**src/rtl/core/kvt_pkg.sv**
```systemverilog
// Shared types, command and status codes for the key/value table.
package kvt_pkg;

    localparam int KEY_BITS   = 32;
    localparam int DATA_BITS  = 64;
    localparam int ACT_BITS   = 3;
    localparam int STAT_BITS  = 4;
    localparam int S_TDATA_W  = 104;
    localparam int M_TDATA_W  = 104;
    localparam int CAPACITY_DEF   = 64;
    localparam int VALUE_BITS_DEF = 64;

    typedef enum logic [ACT_BITS-1:0] {
        ACT_PUT    = 3'd0,
        ACT_GET    = 3'd1,
        ACT_DELETE = 3'd2,
        ACT_CLEAR  = 3'd3,
        ACT_DUMP   = 3'd4
    } t_action;

    typedef enum logic [STAT_BITS-1:0] {
        ST_INSERTED  = 4'd0,
        ST_UPDATED   = 4'd1,
        ST_FOUND     = 4'd2,
        ST_NOT_FOUND = 4'd3,
        ST_DELETED   = 4'd4,
        ST_CLEARED   = 4'd5,
        ST_ENTRY     = 4'd6,
        ST_FULL      = 4'd7,
        ST_EMPTY     = 4'd8
    } t_status;

    // Commands broadcast from the controller to every cell of the row.
    typedef struct packed {
        logic look;    // register the key compare
        logic upd;     // matching cell takes the new value
        logic ins;     // cell at the fill point takes key and value
        logic del;     // cells at or above the hit index take their neighbor
        logic rot;     // row rotates by one toward cell 0
    } t_cell_ctl;

endpackage

```
**src/rtl/core/kvt_cell.sv**
```systemverilog
// One table cell: holds a key and value, compares, and shifts toward its lower neighbor.
module kvt_cell #(
    parameter int INDEX      = 0,
    parameter int CAPACITY   = kvt_pkg::CAPACITY_DEF,
    parameter int VALUE_BITS = kvt_pkg::VALUE_BITS_DEF
) (
    input  logic                                  i_clk,
    input  logic                                  i_rst_n,
    input  kvt_pkg::t_cell_ctl                    i_ctl,
    input  logic signed [kvt_pkg::KEY_BITS-1:0]   i_key,
    input  logic [VALUE_BITS-1:0]                 i_value,
    input  logic [$clog2(CAPACITY+1)-1:0]         i_count,
    input  logic [$clog2(CAPACITY)-1:0]           i_idx,
    input  logic signed [kvt_pkg::KEY_BITS-1:0]   i_next_key,
    input  logic [VALUE_BITS-1:0]                 i_next_value,
    input  logic signed [kvt_pkg::KEY_BITS-1:0]   i_head_key,
    input  logic [VALUE_BITS-1:0]                 i_head_value,
    output logic signed [kvt_pkg::KEY_BITS-1:0]   o_key,
    output logic [VALUE_BITS-1:0]                 o_value,
    output logic                                  o_match
);

    localparam int IW = $clog2(CAPACITY);
    localparam int CW = $clog2(CAPACITY + 1);
    localparam logic [CW-1:0] POS_C = CW'(INDEX);
    localparam logic [IW-1:0] POS_I = IW'(INDEX);

    logic signed [kvt_pkg::KEY_BITS-1:0] r_key;
    logic [VALUE_BITS-1:0]               r_value;
    logic                                r_match;
    logic                                w_in_use;
    logic                                w_tail;

    assign w_in_use = POS_C < i_count;
    assign w_tail   = POS_C == (i_count - CW'(1));

    always_ff @(posedge i_clk) begin
        if (!i_rst_n) begin
            r_match <= 1'b0;
        end else if (i_ctl.look) begin
            r_match <= w_in_use && (r_key == i_key);
        end
    end

    always_ff @(posedge i_clk) begin
        if (i_ctl.rot) begin
            // The tail wraps around to the head so the row returns to order.
            if (w_tail) begin
                r_key   <= i_head_key;
                r_value <= i_head_value;
            end else begin
                r_key   <= i_next_key;
                r_value <= i_next_value;
            end
        end else if (i_ctl.del && (POS_I >= i_idx)) begin
            r_key   <= i_next_key;
            r_value <= i_next_value;
        end else if (i_ctl.ins && (POS_C == i_count)) begin
            r_key   <= i_key;
            r_value <= i_value;
        end else if (i_ctl.upd && r_match) begin
            r_value <= i_value;
        end
    end

    assign o_key   = r_key;
    assign o_value = r_value;
    assign o_match = r_match;

endmodule

```
**config.mk**
```make
export PLATFORM = sky130hd
export DESIGN_NAME = kvt_cell
export DESIGN_NICKNAME = d
export VERILOG_FILES = /design/src/rtl/core/kvt_pkg.sv /design/src/rtl/core/kvt_cell.sv
export SDC_FILE = /design/constraint.sdc
export NUM_CORES = 1
export LEC_CHECK = 0
export BUFFER_PORTS_ARGS = -buffer_cell sky130_fd_sc_hd__buf_2
export CORE_ASPECT_RATIO = 2
export CORE_UTILIZATION = 23
export CTS_CLUSTER_SIZE = 25
export DETAILED_ROUTE_END_ITERATION = 7
export HOLD_SLACK_MARGIN = 0.05
export PLACE_DENSITY_LB_ADDON = 0.25
export SLEW_MARGIN = 20
export SYNTH_ARGS = -nofsm -noshare
export SYNTH_HDL_FRONTEND = slang
export SYNTH_SLANG_ARGS = --single-unit
```
**constraint.sdc**
```tcl
create_clock -name i_clk -period 3.86 [get_ports i_clk]
set_input_delay 0.579 -clock i_clk [delete_from_list [all_inputs] [get_ports i_clk]]
set_output_delay 0.579 -clock i_clk [all_outputs]
set_load 0.01 [all_outputs]
```
# Yosys cells after proc, flatten, opt, wreduce, memory -nomap -nowiden
# Cells that the tools add are included.
totals:
  regBits: 97
  latch_bits: 0
  mem_bits_rw: 0
  romBits: 0
  input_bits: 308
  wordCells: 24
  n_memories: 0
op_classes:
  add_sub_neg: 1
  n_mul: 0
  div_mod_pow: 0
  order_cmp: 2
  eq_ne: 1
  n_shift: 0
  n_mux: 9
  n_bitwise: 0
  reduce_logical: 8
op_table:
  columns: ["operator", "n"]
  rows:
  - ["2-to-1 mux 64 bit", 5]
  - ["2-to-1 mux 32 bit", 4]
  - ["== test 32 bit", 1]
  - ["logical NOT 7 bit", 2]
  - ["< comparator 1 x 7 -> 1 bit, first input constant", 1]
  - ["subtractor 7 x 1 -> 7 bit, second input constant", 1]
  - ["greater-or-equal comparator 1 x 6 -> 1 bit, first input constant", 1]
  - ["logical AND 1 bit", 4]
  - ["nonzero test 4 bit", 1]
  - ["nonzero test 3 bit", 1]

# Depth between registers and ports, before layout
logic_depth:
  depth_word: 5
  ltp_mapped: 8
  ltp_nobuf: 5

# Worst setup path after synthesis
# No wires, ideal clock.
synth_path:
  path_kind: "input to register"
  from: "input i_idx[5]"
  to: "register r_value[0], in the netlist o_value[0], enable pin"
  setup_time_ns: 0.420
  t_arrival_ns: 3.458
  path_slack_ns: -0.019
  cell_stages: 6
  path_cell_list: "nor4_2 -> and3_1 -> buf_2 -> buf_6 -> a211o_1 -> a21o_1"
synth_via:
  elab_chain_cells: 3
synth_lines:
  columns: ["item", "line_no", "rtl"]
  rows:
  - ["start: declaration", "kvt_cell.sv:13", "input logic [$clog2(CAPACITY)-1:0] i_idx,"]
  - ["greater-or-equal comparator 1 x 6 -> 1 bit", "kvt_cell.sv:55", "end else if (i_ctl.del && (POS_I >= i_idx)) begin"]
  - ["logical AND 1 bit", "kvt_cell.sv:55", null]
  - ["nonzero test 4 bit (no source line)", null, null]
  - ["end signal: assignment", "kvt_cell.sv:53", "r_value <= i_next_value;"]
  - ["end signal: assignment", "kvt_cell.sv:57", "r_value <= i_next_value;"]
  - ["end signal: assignment", "kvt_cell.sv:60", "r_value <= i_value;"]
  - ["end: declaration", "kvt_cell.sv:29", "logic [VALUE_BITS-1:0] r_value;"]
# No other way between the ends.
# A chain may end at the register's enable or synchronous reset.

# Worst setup path in the final report
layout_path:
  from: "input i_count[3]"
  to: "register r_value[47], in the netlist o_value[47] (data pin)"
layout_via:
  elab_chain_cells: 5
  word_cells_on_any_way: 8
layout_lines:
  columns: ["item", "line_no", "rtl"]
  rows:
  - ["start: declaration", "kvt_cell.sv:12", "input logic [$clog2(CAPACITY+1)-1:0] i_count,"]
  - ["branches (longest 4 deep; another with subtractor 7 x 1 -> 7 bit)", null, null]
  - ["2-to-1 mux 64 bit *", "kvt_cell.sv:46", "if (i_ctl.rot) begin"]
  - ["end signal: assignment", "kvt_cell.sv:50", "r_value <= i_head_value;"]
  - ["end signal: assignment", "kvt_cell.sv:57", null]
  - ["end signal: assignment", "kvt_cell.sv:60", null]
# Every way passes the cells marked *.

==> flow_metrics.tcl <==
set metrics [dict create \
    status "finished clean" \
    r2r-start "o_key[10]$_DFFE_PP_" \
    die_area_um2 28200 \
    fin_worst_skew_ns 0.00569 \
    via_per_inst 4.86 \
    cp_slowest_stage_delay_ns 0.74 \
    reg2regPathDepth 5 \
    whs_endpoint "o_key[30]$_DFFE_PP_" \
    nNetsFinal 1368 \
    final_layout_size_suffix_gt1_share_pct 40.7 \
    cap_violations 0 \
    synth.most_common_cell "nand2_1" \
    dp_cells 1397 \
    cts-root-buf "clkbuf_16" \
    hpwl_um 19800 \
    final_hold_viol_count 0 \
    grt_util_all_layers_pct 18.8 \
    seq_area_frac_synth_pct 46.0 \
    grt_max_degree 113 \
    cts_inserted_buffers 9 \
    die_h_um 236 \
    drtPass1Iterations 4 \
    synth_nets 1007 \
    min_path_cells 3 \
    portBuffers 404 \
    synth_cells 699 \
    final_cells 1421 \
    cts_max_path_buffers 2 \
    min_period_over_period_pct 62.4 \
    grt_setup_unrepaired "no" \
    path_cells "buf_2, nor2_1, nand4_1, buf_12, nand2_1, a31oi_1" \
    dr_total_vias 6907 \
    synthTopCellsByCount "nand2_1 (192), edfxtp_1 (96), a211oi_1 (95), a31oi_1 (95), and2_1 (62)" \
    startpoint_type "input port" \
    hold_path.class "input port to flop" \
    drtIter0Drc 250 \
    cp.arrival_ns 2.49 \
    synth-seq-cells 97 \
    synthFlopType "edfxtp_1" \
    synth_cell_types 27 \
    peakVddDrop_mv 0.171 \
    start_util_pct 23.5 \
    synth_area_leaders "edfxtp_1 (46%), nand2_1 (11%), a211oi_1 (11%), a31oi_1 (9.4%), and2_1 (6.1%)" \
    yosys_warnings 0 \
    timing.slew.headroom_pct 42.0 \
    tightest_slew_ns 0.867 \
    insertion_delay_ns 0.37 \
    worstSetupEndpointType "flop" \
    rows 85 \
    ant_nets 0 \
    setup_viol 0 \
    crit_fanout 80 \
    power.density_nw_per_um2 330 \
    cts.sink_count 97 \
    maxSlewViolCount 0 \
    timing.fmax_mhz 415 \
    h-tree-depth 3 \
    hold_buffers 0 \
    leakagePower_nw 3.77 \
    r2r_slack_ns 1.62 \
    fin_crit_ns 2.41 \
    slowest_stage "nand4_1" \
    r2r_end "o_match$_SDFFE_PN0P_" \
    routed_wl_um 27000 \
    place.gp.congestion 0.858 \
    fp.dieW_um 119 \
    required_ns 3.95 \
    cts_tree "done" \
    synth_enable_flop_cells 96 \
    grt_pass1_vias 6605 \
    finalSetupTns_ns 0 \
    clk_pin_slew_ns 0.07 \
    drt-wirelength-per-cell_um 19.0 \
    area_growth_pct 41.4 \
    synthArstFlopShare_pct 0 \
    core_um2 26900 \
    io_pins 405 \
    grt-ovfl-total 0 \
    min-delay-start "i_next_key[30]" \
    grt_pass1_wl_um 39200 \
    drcViolationCount 0 \
    cts_setup_buffers 0 \
    synth_top_area_share_pct 45.7 \
    syn_area_um2 6310 \
    antenna_found_initial 9 \
    cts_resized 0 \
    avgSynthCellArea_um2 9.03 \
    path_class "input port to flop" \
    yosysTopAreaCell "edfxtp_1" \
]
cell type report:
class                   count  area [um^2]
fillers                  2921        18000
multi-input cells         538         3110
flip-flops and latches     97         2900
repair buffers            414         2150
well taps                 348          435
clock buffers              10          229
clock inverters             6         82.6
diodes                      8         20.0
routing by layer:
| metal | wire length (um) | up-vias | GRT usage, % |
|---|---|---|---|
| met2 | 14500 | 294 | 33.2 |
| met1 | 9980 | 3261 | 20.8 |
| met5 | 13 | - | 0 |
| li1 | - | 3302 | - |
| met3 | 1490 | 48 | 3.84 |
| met4 | 978 | 2 | 10.2 |
worst max-delay path: cells and delay by family:
| kind | cells | cell delay [ns] |
|---|---|---|
| AND/OR/NAND/NOR | 3 | 1.14 |
| buffers and inverters | 2 | 0.62 |
| AO/OA/AOI/OAI | 1 | 0.08 |
cell families (layout without fill, tap and decap cells):
kind of cell,count (synthesis),in the layout,share of synthesized area (%)
other cells,0,8,0
flops,97,97,46.0
simple gates,312,312,23.3
xor+xnor,32,32,4.44
buf+inv,64,430,5.09
compound gates,194,194,21.2
metrics by stage:
| step | util (%) | hold slack [ns] | instance area, um^2 | power (W) | worst slack [ns] |
|---|---|---|---|---|---|
| finish | 33.2 | 0.531 | 8930 | 0.00294 | 1.45 |
| global route | 33.2 | 0.531 | 8930 | 0.00309 | 1.32 |
| CTS | 33.1 | 0.500 | 8910 | 0.00299 | 1.48 |
| detailed placement | 32.0 | 0.573 | 8600 | 0.00197 | 1.06 |
| global placement | 32.0 | 0.566 | 8600 | 0.00196 | 1.02 |
| floorplan | - | 0.508 | 6320 | 0.00161 | 0.510 |
report_power, final:
group | switching (W) | internal [W]
clock | 0.000439 | 0.000566
sequential | 0.0000419 | 0.00128
combinational | 0.000329 | 0.000287
flip-flops by register name, summed over array words and instances (netlist names):
register / flops
o_value: 64
o_key: 32
o_match: 1
placed cells by master, fill, tap and decap left out, types with 2 or more instances in the layout:
cell / netlist / layout
nor2_1: 6 / 6
or4_1: 2 / 2
clkbuf_16: 0 / 9
xnor2_1: 9 / 9
nor4_1: 5 / 5
buf_2: 8 / 403
a211oi_1: 95 / 95
xor2_1: 23 / 23
edfxtp_1: 96 / 96
a31oi_1: 95 / 95
and2_1: 62 / 62
and2_0: 33 / 33
buf_4: 5 / 6
nand3b_1: 2 / 2
clkinv_2: 0 / 2
buf_12: 0 / 4
nand2_1: 192 / 192
diode_2: 0 / 8
bufinv_16: 0 / 2
nand4_1: 5 / 5
how the worst max path moves through the flow:
stage	depth (start not counted)	to	slack, ns	startpoint
final	6	o_value[47]$_DFFE_PP_	1.45	i_count[3]
after detailed placement	6	o_value[3]$_DFFE_PP_	1.06	i_count[3]
after CTS	6	o_value[4]$_DFFE_PP_	1.48	i_count[3]
after global placement	7	o_value[2]$_DFFE_PP_	1.02	i_idx[5]
after floorplan	6	o_value[0]$_DFFE_PP_	0.51	i_idx[5]
after global routing	7	o_value[41]$_DFFE_PP_	1.32	i_idx[5]
No activity file was read; power rests on OpenSTA's default activity.
